[src/mme_pkg.sv]
// Package for the matrix multiply engine: state type, request kind codes,
// register indexes and fixed field widths. No dependencies.
`timescale 1ns / 1ps

package mme_pkg;

    // Fixed field widths.
    localparam int IDX_FIELD_W = 3;
    localparam int ELEM_W      = 16;
    localparam int RES_W       = 32;
    localparam int DIM_W       = 4;

    // Request kinds carried in s_tuser.
    localparam logic [1:0] KIND_LOAD_A  = 2'd0;
    localparam logic [1:0] KIND_LOAD_B  = 2'd1;
    localparam logic [1:0] KIND_COMPUTE = 2'd2;

    // Register indexes (byte address divided by four).
    localparam logic [1:0] REG_ROWS_A    = 2'd0;
    localparam logic [1:0] REG_INNER_DIM = 2'd1;
    localparam logic [1:0] REG_COLS_B    = 2'd2;

    localparam logic [DIM_W-1:0] DIM_RESET = 4'd8;

    // Saturation bounds of a signed Q16.16 result.
    localparam logic [RES_W-1:0] RES_MAX = 32'h7FFF_FFFF;
    localparam logic [RES_W-1:0] RES_MIN = 32'h8000_0000;

    typedef enum logic [1:0] {
        ST_IDLE,
        ST_ISSUE,
        ST_WAIT
    } state_t;

endpackage

[src/matrix_multiply_engine.sv]
// Matrix multiply engine top level: operand stores, sequencer, one shared
// multiply-accumulate and output register. Depends on mme_pkg.
`timescale 1ns / 1ps

// W = A * B on signed Q8.8 elements with saturated signed Q16.16 results.
// A request on the input stream either loads one element of A or B (kind 0
// or 1, addressed by row and column) or starts a compute run (kind 2); kind
// 3 is accepted and dropped, and loads outside MAX_DIM x MAX_DIM are dropped.
// Loads may arrive back to back. A compute run emits rows_a * cols_b
// results in row-major order, the last one with tlast set, and tuser set
// on any result whose sum was clipped. Each result is built from one
// product a cycle out of the single read port of each operand store and
// the one shared 16 x 16 multiplier, followed by the read, multiply and
// accumulate stages draining into the output register. The input stream
// is not ready during a run. A dimension register written as zero counts
// as one, and one above MAX_DIM counts as MAX_DIM. Configuration is
// written over the APB port at byte addresses 0, 4 and 8; the user must
// write it only while no run is in progress, as the block does not check.
// An element must be loaded before a run reads it.
module matrix_multiply_engine
    import mme_pkg::*;
#(
    parameter int MAX_DIM = 8
) (
    input  logic        clk,
    input  logic        rst_n,
    // Input requests.
    input  logic        s_tvalid,
    output logic        s_tready,
    input  logic [23:0] s_tdata,   // row[2:0], col[5:3], value[21:6], zero fill
    input  logic [1:0]  s_tuser,   // kind[1:0]
    // Result stream.
    output logic        m_tvalid,
    input  logic        m_tready,
    output logic [39:0] m_tdata,   // out_row[2:0], out_col[5:3], out_value[37:6], zero fill
    output logic [0:0]  m_tuser,   // saturated[0]
    output logic        m_tlast,   // last
    // Configuration.
    input  logic        psel,
    input  logic        penable,
    input  logic        pwrite,
    input  logic [3:0]  paddr,
    input  logic [31:0] pwdata,
    output logic [31:0] prdata,
    output logic        pready
);

    localparam int IDX_W  = (MAX_DIM > 1) ? $clog2(MAX_DIM) : 1;
    localparam int DEPTH  = MAX_DIM * MAX_DIM;
    localparam int ADDR_W = (DEPTH > 1) ? $clog2(DEPTH) : 1;
    // Wide enough for the exact sum of MAX_DIM products.
    localparam int ACC_W  = RES_W + IDX_W + 1;

    // Dimension register value as used by a run.
    function automatic logic [DIM_W-1:0] eff_dim(input logic [DIM_W-1:0] r);
        logic [DIM_W-1:0] d;
        d = r;
        if (r == '0)
        begin
            d = 4'd1;
        end
        else if (32'(r) > MAX_DIM)
        begin
            d = DIM_W'(MAX_DIM);
        end
        return d;
    endfunction

    // Input field split.
    logic [IDX_FIELD_W-1:0] in_row;
    logic [IDX_FIELD_W-1:0] in_col;
    logic [ELEM_W-1:0]      in_value;
    logic [1:0]             in_kind;

    assign in_row   = s_tdata[2:0];
    assign in_col   = s_tdata[5:3];
    assign in_value = s_tdata[21:6];
    assign in_kind  = s_tuser;

    // Configuration registers.
    logic [DIM_W-1:0] rows_a_reg;
    logic [DIM_W-1:0] inner_dim_reg;
    logic [DIM_W-1:0] cols_b_reg;
    logic             cfg_write;

    assign pready    = 1'b1;
    assign cfg_write = psel && penable && pwrite && pready;

    always_ff @(posedge clk or negedge rst_n)
    begin
        if (!rst_n)
        begin
            rows_a_reg    <= DIM_RESET;
            inner_dim_reg <= DIM_RESET;
            cols_b_reg    <= DIM_RESET;
        end
        else if (cfg_write)
        begin
            case (paddr[3:2])
                REG_ROWS_A:    rows_a_reg    <= pwdata[DIM_W-1:0];
                REG_INNER_DIM: inner_dim_reg <= pwdata[DIM_W-1:0];
                REG_COLS_B:    cols_b_reg    <= pwdata[DIM_W-1:0];
                default:       ;
            endcase
        end
    end

    always_comb
    begin
        case (paddr[3:2])
            REG_ROWS_A:    prdata = {28'd0, rows_a_reg};
            REG_INNER_DIM: prdata = {28'd0, inner_dim_reg};
            REG_COLS_B:    prdata = {28'd0, cols_b_reg};
            default:       prdata = 32'd0;
        endcase
    end

    // Last index of each loop, as used by the sequencer.
    logic [DIM_W-1:0] m_last_idx;
    logic [DIM_W-1:0] k_last_idx;
    logic [DIM_W-1:0] n_last_idx;

    assign m_last_idx = eff_dim(rows_a_reg) - 4'd1;
    assign k_last_idx = eff_dim(inner_dim_reg) - 4'd1;
    assign n_last_idx = eff_dim(cols_b_reg) - 4'd1;

    // Sequencer state and loop counters.
    state_t           state_reg, state_next;
    logic [IDX_W-1:0] i_reg, i_next;
    logic [IDX_W-1:0] j_reg, j_next;
    logic [IDX_W-1:0] k_reg, k_next;
    logic             issue;
    logic             i_at_last, j_at_last, k_at_last;
    logic             pipe_idle;

    // Pipeline control.
    logic rd_valid_reg, rd_last_reg;
    logic prod_valid_reg, prod_last_reg;
    logic out_valid_reg;

    assign i_at_last = (DIM_W'(i_reg) == m_last_idx);
    assign j_at_last = (DIM_W'(j_reg) == n_last_idx);
    assign k_at_last = (DIM_W'(k_reg) == k_last_idx);
    assign pipe_idle = !rd_valid_reg && !prod_valid_reg && !out_valid_reg;

    assign s_tready = (state_reg == ST_IDLE);

    always_comb
    begin
        state_next = state_reg;
        i_next     = i_reg;
        j_next     = j_reg;
        k_next     = k_reg;
        issue      = 1'b0;
        case (state_reg)
            ST_IDLE:
            begin
                if (s_tvalid && in_kind == KIND_COMPUTE)
                begin
                    i_next     = '0;
                    j_next     = '0;
                    k_next     = '0;
                    state_next = ST_ISSUE;
                end
            end
            ST_ISSUE:
            begin
                // One product term of the current result per cycle.
                issue = 1'b1;
                if (k_at_last)
                begin
                    k_next     = '0;
                    state_next = ST_WAIT;
                end
                else
                begin
                    k_next = k_reg + 1'b1;
                end
            end
            ST_WAIT:
            begin
                // Move on once the result has drained and been taken.
                if (pipe_idle)
                begin
                    if (i_at_last && j_at_last)
                    begin
                        state_next = ST_IDLE;
                    end
                    else
                    begin
                        if (j_at_last)
                        begin
                            j_next = '0;
                            i_next = i_reg + 1'b1;
                        end
                        else
                        begin
                            j_next = j_reg + 1'b1;
                        end
                        state_next = ST_ISSUE;
                    end
                end
            end
            default:
            begin
                state_next = ST_IDLE;
            end
        endcase
    end

    always_ff @(posedge clk or negedge rst_n)
    begin
        if (!rst_n)
        begin
            state_reg <= ST_IDLE;
            i_reg     <= '0;
            j_reg     <= '0;
            k_reg     <= '0;
        end
        else
        begin
            state_reg <= state_next;
            i_reg     <= i_next;
            j_reg     <= j_next;
            k_reg     <= k_next;
        end
    end

    // Operand stores, one write and one read port each.
    logic [ELEM_W-1:0]        mem_a [DEPTH];
    logic [ELEM_W-1:0]        mem_b [DEPTH];
    logic                     in_accept;
    logic                     load_in_range;
    logic                     load_a, load_b;
    logic [ADDR_W-1:0]        waddr;
    logic [ADDR_W-1:0]        a_raddr;
    logic [ADDR_W-1:0]        b_raddr;
    logic signed [ELEM_W-1:0] a_rd_reg;
    logic signed [ELEM_W-1:0] b_rd_reg;

    assign in_accept     = s_tvalid && s_tready;
    assign load_in_range = (32'(in_row) < MAX_DIM) && (32'(in_col) < MAX_DIM);
    assign load_a        = in_accept && in_kind == KIND_LOAD_A && load_in_range;
    assign load_b        = in_accept && in_kind == KIND_LOAD_B && load_in_range;
    assign waddr         = ADDR_W'(MAX_DIM * 32'(in_row) + 32'(in_col));
    assign a_raddr       = ADDR_W'(MAX_DIM * 32'(i_reg) + 32'(k_reg));
    assign b_raddr       = ADDR_W'(MAX_DIM * 32'(k_reg) + 32'(j_reg));

    always_ff @(posedge clk)
    begin
        if (load_a)
        begin
            mem_a[waddr] <= in_value;
        end
        if (load_b)
        begin
            mem_b[waddr] <= in_value;
        end
        a_rd_reg <= mem_a[a_raddr];
        b_rd_reg <= mem_b[b_raddr];
    end

    // Shared multiply-accumulate.
    logic signed [RES_W-1:0] prod_reg;
    logic signed [ACC_W-1:0] acc_reg;
    logic signed [ACC_W-1:0] acc_next;
    logic [ACC_W-RES_W:0]    acc_upper;
    logic                    clip;
    logic [RES_W-1:0]        clipped_value;
    logic                    finish;

    always_ff @(posedge clk)
    begin
        prod_reg <= a_rd_reg * b_rd_reg;
    end

    assign acc_next = acc_reg + ACC_W'(prod_reg);
    assign finish   = prod_valid_reg && prod_last_reg;

    // The sum fits in 32 bits when every bit above bit 30 matches the sign.
    assign acc_upper     = acc_next[ACC_W-1:RES_W-1];
    assign clip          = !(&acc_upper) && (|acc_upper);
    assign clipped_value = clip ? (acc_next[ACC_W-1] ? RES_MIN : RES_MAX)
                                : acc_next[RES_W-1:0];

    always_ff @(posedge clk or negedge rst_n)
    begin
        if (!rst_n)
        begin
            rd_valid_reg   <= 1'b0;
            rd_last_reg    <= 1'b0;
            prod_valid_reg <= 1'b0;
            prod_last_reg  <= 1'b0;
            acc_reg        <= '0;
            out_valid_reg  <= 1'b0;
        end
        else
        begin
            rd_valid_reg   <= issue;
            rd_last_reg    <= issue && k_at_last;
            prod_valid_reg <= rd_valid_reg;
            prod_last_reg  <= rd_last_reg;
            if (prod_valid_reg)
            begin
                acc_reg <= prod_last_reg ? '0 : acc_next;
            end
            if (finish)
            begin
                out_valid_reg <= 1'b1;
            end
            else if (m_tready)
            begin
                out_valid_reg <= 1'b0;
            end
        end
    end

    // Output register; the sequencer holds i and j until the result leaves.
    logic [IDX_FIELD_W-1:0] out_row_reg;
    logic [IDX_FIELD_W-1:0] out_col_reg;
    logic [RES_W-1:0]       out_value_reg;
    logic                   saturated_reg;
    logic                   last_reg;

    always_ff @(posedge clk)
    begin
        if (finish)
        begin
            out_row_reg   <= IDX_FIELD_W'(i_reg);
            out_col_reg   <= IDX_FIELD_W'(j_reg);
            out_value_reg <= clipped_value;
            saturated_reg <= clip;
            last_reg      <= i_at_last && j_at_last;
        end
    end

    assign m_tvalid = out_valid_reg;
    assign m_tdata  = {2'b00, out_value_reg, out_col_reg, out_row_reg};
    assign m_tuser  = saturated_reg;
    assign m_tlast  = last_reg;

endmodule

[config.mk]
export PLATFORM = sky130hd
export DESIGN_NAME = matrix_multiply_engine
export DESIGN_NICKNAME = d
export VERILOG_FILES = /design/src/mme_pkg.sv /design/src/matrix_multiply_engine.sv
export SDC_FILE = /design/constraint.sdc
export NUM_CORES = 2
export LEC_CHECK = 0
export BUFFER_PORTS_ARGS = -buffer_cell sky130_fd_sc_hd__buf_2
export CORE_MARGIN = 8
export CORE_UTILIZATION = 30
export DETAILED_ROUTE_END_ITERATION = 6
export GPL_TIMING_DRIVEN = 0
export MAX_ROUTING_LAYER = met4
export SYNTH_ARGS = -nofsm -noshare
export SYNTH_HDL_FRONTEND = slang
export SYNTH_SLANG_ARGS = --single-unit
[constraint.sdc]
create_clock -name clk -period 7.43 [get_ports clk]
set_clock_uncertainty 0.15 [all_clocks]
set_input_delay 1.486 -clock clk [delete_from_list [all_inputs] [get_ports clk]]
set_output_delay 1.486 -clock clk [all_outputs]
set_load 0.05 [all_outputs]
==> flow_metrics.env <==
export IMPL_endpoint_kind="flop"
export IMPL_fin_crit_sh=0.956
export IMPL_htree_levels=4
export IMPL_ant_nets=0
export IMPL_slew_headroom=0.0976
export IMPL_clk_pin_slew_ns=0.06
export IMPL_worstMarginPinSlew_ns=1.35
export IMPL_core_um2=318000
export IMPL_dr_pass1_iters=6
export IMPL_fmax_ghz=0.141
export IMPL_ios=146
export IMPL_cts_buffers=231
export IMPL_synth_top_area_cell="edfxtp_1"
export IMPL_synthCells=4830
export IMPL_r2r_end="prod_reg[31]"
export IMPL_crit_path_start_kind="flop"
export IMPL_crit_path_top_delay_cell="dfxtp_1"
export IMPL_yosys_most_used_dff="edfxtp_1"
export IMPL_cts_sinks=2216
export IMPL_outcome="finished, final reports clean"
export IMPL_grt_max_degree=97
export IMPL_drive_gt1_frac=0.264
export IMPL_clockBufferDepth=4
export IMPL_rr_worst_depth=21
export IMPL_drv_cap=0
export IMPL_avgRoutedWirePerCell_um=25.4
export IMPL_rsz0062_at_grt="no"
export IMPL_track_usage=0.146
export IMPL_rows=207
export IMPL_endpoint="prod_reg[31]"
export IMPL_cts_tree="yes"
export IMPL_maxSlewViolCount=0
export IMPL_period_minus_slack_ns=7.11
export IMPL_arrival_ns=7.61
export IMPL_synth_top_area_frac=0.656
export IMPL_crit_type="flop to flop"
export IMPL_r2r_slack_ns=0.32
export IMPL_dpl_cell_area_um2=104000
export IMPL_synthArstFlopShare=0.0289
export IMPL_crit_required_ns=7.94
export IMPL_fin_area_um2=111000
export IMPL_slowest_delay_ns=0.61
export IMPL_crit_fanout=10
export IMPL_fin_nets=5746
export IMPL_fillers=29300
export IMPL_crit_path_start="a_rd_reg[12]"
export IMPL_portBuffers=75
export IMPL_synth_common_cells="2,088 x edfxtp_1, 672 x mux4_2, 331 x inv_1"
export IMPL_die_w_um=581
export IMPL_fin_tns_setup_ns=0
export IMPL_place_congestion=0.878
export IMPL_routed_via_density=4.95
export IMPL_drtIter0Drc=5267
export IMPL_path_cells="buf_2 > nand2_1 > fa_1 > fa_1 > fa_1 > inv_1 > fa_1 > fa_1 > inv_1 > fa_1 > inv_1 > ha_1 > a21oi_1 > o21ai_0 > a221oi_1 > o21ai_0 > a21boi_2 > nor3_1 > o221a_2 > o41a_1 > xnor2_1"
export IMPL_synth_area_per_cell_um2=19.8
export IMPL_grt_pass1_wl_um=356000
export IMPL_clock_latency_ns=0.90
export IMPL_die_area_um2=337000
export IMPL_drc=0
export IMPL_yosys_register_bits=2216
export IMPL_initial_core_util=0.301
export IMPL_syn2layout_area_growth_pct=16.4
export IMPL_worst_hold_slack_ns=0.200
export IMPL_syn_area_um2=95600
export IMPL_synth_distinct_cells=91
export IMPL_ys_top_cells_by_area="edfxtp_1 66%, mux4_2 16%, fa_1 5.5%"
export IMPL_cp_common_cell="fa_1"
export IMPL_min_path_type="flop to flop"
export IMPL_hold_viol_final=0
export IMPL_synth_edff_count=2088
export IMPL_root_buffer="clkbuf_16"
export IMPL_rr_startpoint="a_rd_reg[12]"
export IMPL_dieHeight_um=581
export IMPL_antenna_found_initial=25
export IMPL_seq_area_frac_synth=0.686
export IMPL_finalSetupViolCount=0
export IMPL_overflow=0
export IMPL_synth_most_common_cell="edfxtp_1"
export IMPL_num_vias=48000
export IMPL_ys_warn_count=0
export IMPL_wirelength_um=246000
export IMPL_place_hpwl_um=172000
export IMPL_grt_pass1_vias=49600
==> worst max-delay path, delay by kind of cell, from the launching register on <==
family	cells	cell delay, ns
AO/OA/AOI/OAI	7	1.79
AND/OR/NAND/NOR	2	0.24
XOR/XNOR	1	0.13
adder cells (fa/ha/maj)	7	3.45
buffers and inverters	4	0.56
flip-flops	1	0.61
==> layer usage <==
metal  up-vias  track usage  part of all wire
met2      1916        0.228              0.47
met5         -            -                 0
met1     25700        0.197              0.42
li1      20000            -                 -
met4         0       0.0357             0.028
met3       367       0.0301             0.081
==> repair_timing <==
item | 4_1_cts | 5_1_grt
buffers inserted | 0 | 0
resized for setup | 4 | 54
endpoints found under the setup margin | 2 | 2
hold buffers | 0 | 0
==> kinds of logic after synthesis <==
group                    Yosys count  synth area share
buffers and inverters            587            0.0254
AO/OA/AOI/OAI                    268            0.0191
adder cells (fa/ha/maj)          386            0.0712
XOR/XNOR                          78           0.00714
AND/OR/NAND/NOR                  598            0.0303
multiplexers                     695             0.161
flip-flops                      2216             0.686
other                              2         0.0000785
==> cell usage in the layout (no fill, tap or decap), drive strengths merged, types with 12 or more instances in the layout <==
| master | instances |
|---|---|
| nor3 | 14 |
| a21oi | 54 |
| dfxtp | 64 |
| diode | 32 |
| nor2 | 174 |
| buf | 302 |
| xor2 | 35 |
| clkbuf | 428 |
| clkinvlp | 13 |
| nand3 | 22 |
| bufinv | 23 |
| a21o | 23 |
| inv | 338 |
| dfrtp | 61 |
| a31oi | 12 |
| nand2b | 16 |
| clkinv | 93 |
| mux4 | 672 |
| edfxtp | 2088 |
| fa | 263 |
| o21ai | 69 |
| mux2 | 15 |
| ha | 123 |
| o2bb2ai | 28 |
| xnor2 | 43 |
| and2 | 134 |
| conb | 31 |
| nand2 | 173 |
==> metrics by stage <==
step / instances / setup WS [ns] / utilization
4_1_cts: 9652 / 0.0104 / 0.350
5_1_grt: 9672 / 0.0185 / 0.351
2_1_floorplan: 4859 / 1.03 / -
3_5_place_dp: 9238 / -0.267 / 0.327
3_3_place_gp: 9114 / -0.165 / 0.319
6_report: 9684 / 0.323 / 0.351
==> worst min path at each step <==
stage / to / from / slack, ns / cells after the start
after global routing: prod_last_reg / rd_last_reg / 0.21 / 0
after detailed placement: prod_last_reg / rd_last_reg / 0.19 / 0
after global placement: prod_last_reg / rd_last_reg / 0.19 / 0
after floorplan: prod_last_reg / rd_last_reg / 0.18 / 0
final: prod_last_reg / rd_last_reg / 0.20 / 0
after CTS: prod_last_reg / rd_last_reg / 0.20 / 0
==> layout make-up <==
type                       count  area [um2]  share of cell area
antenna                       32        80.1            0.000719
clock inverter               136        1350              0.0121
timing repair buffer         199        2580              0.0231
buffer                       256        1220              0.0109
multi-input combinational   2056       28000               0.252
clock buffer                 278        6020              0.0541
inverter                     331        1240              0.0112
sequential                  2216       65600               0.589
tap                         4180        5230              0.0470
Power is left out: the tool's default activity adds up to more than one toggle a clock period on the data nets, which glitch-free logic cannot reach.
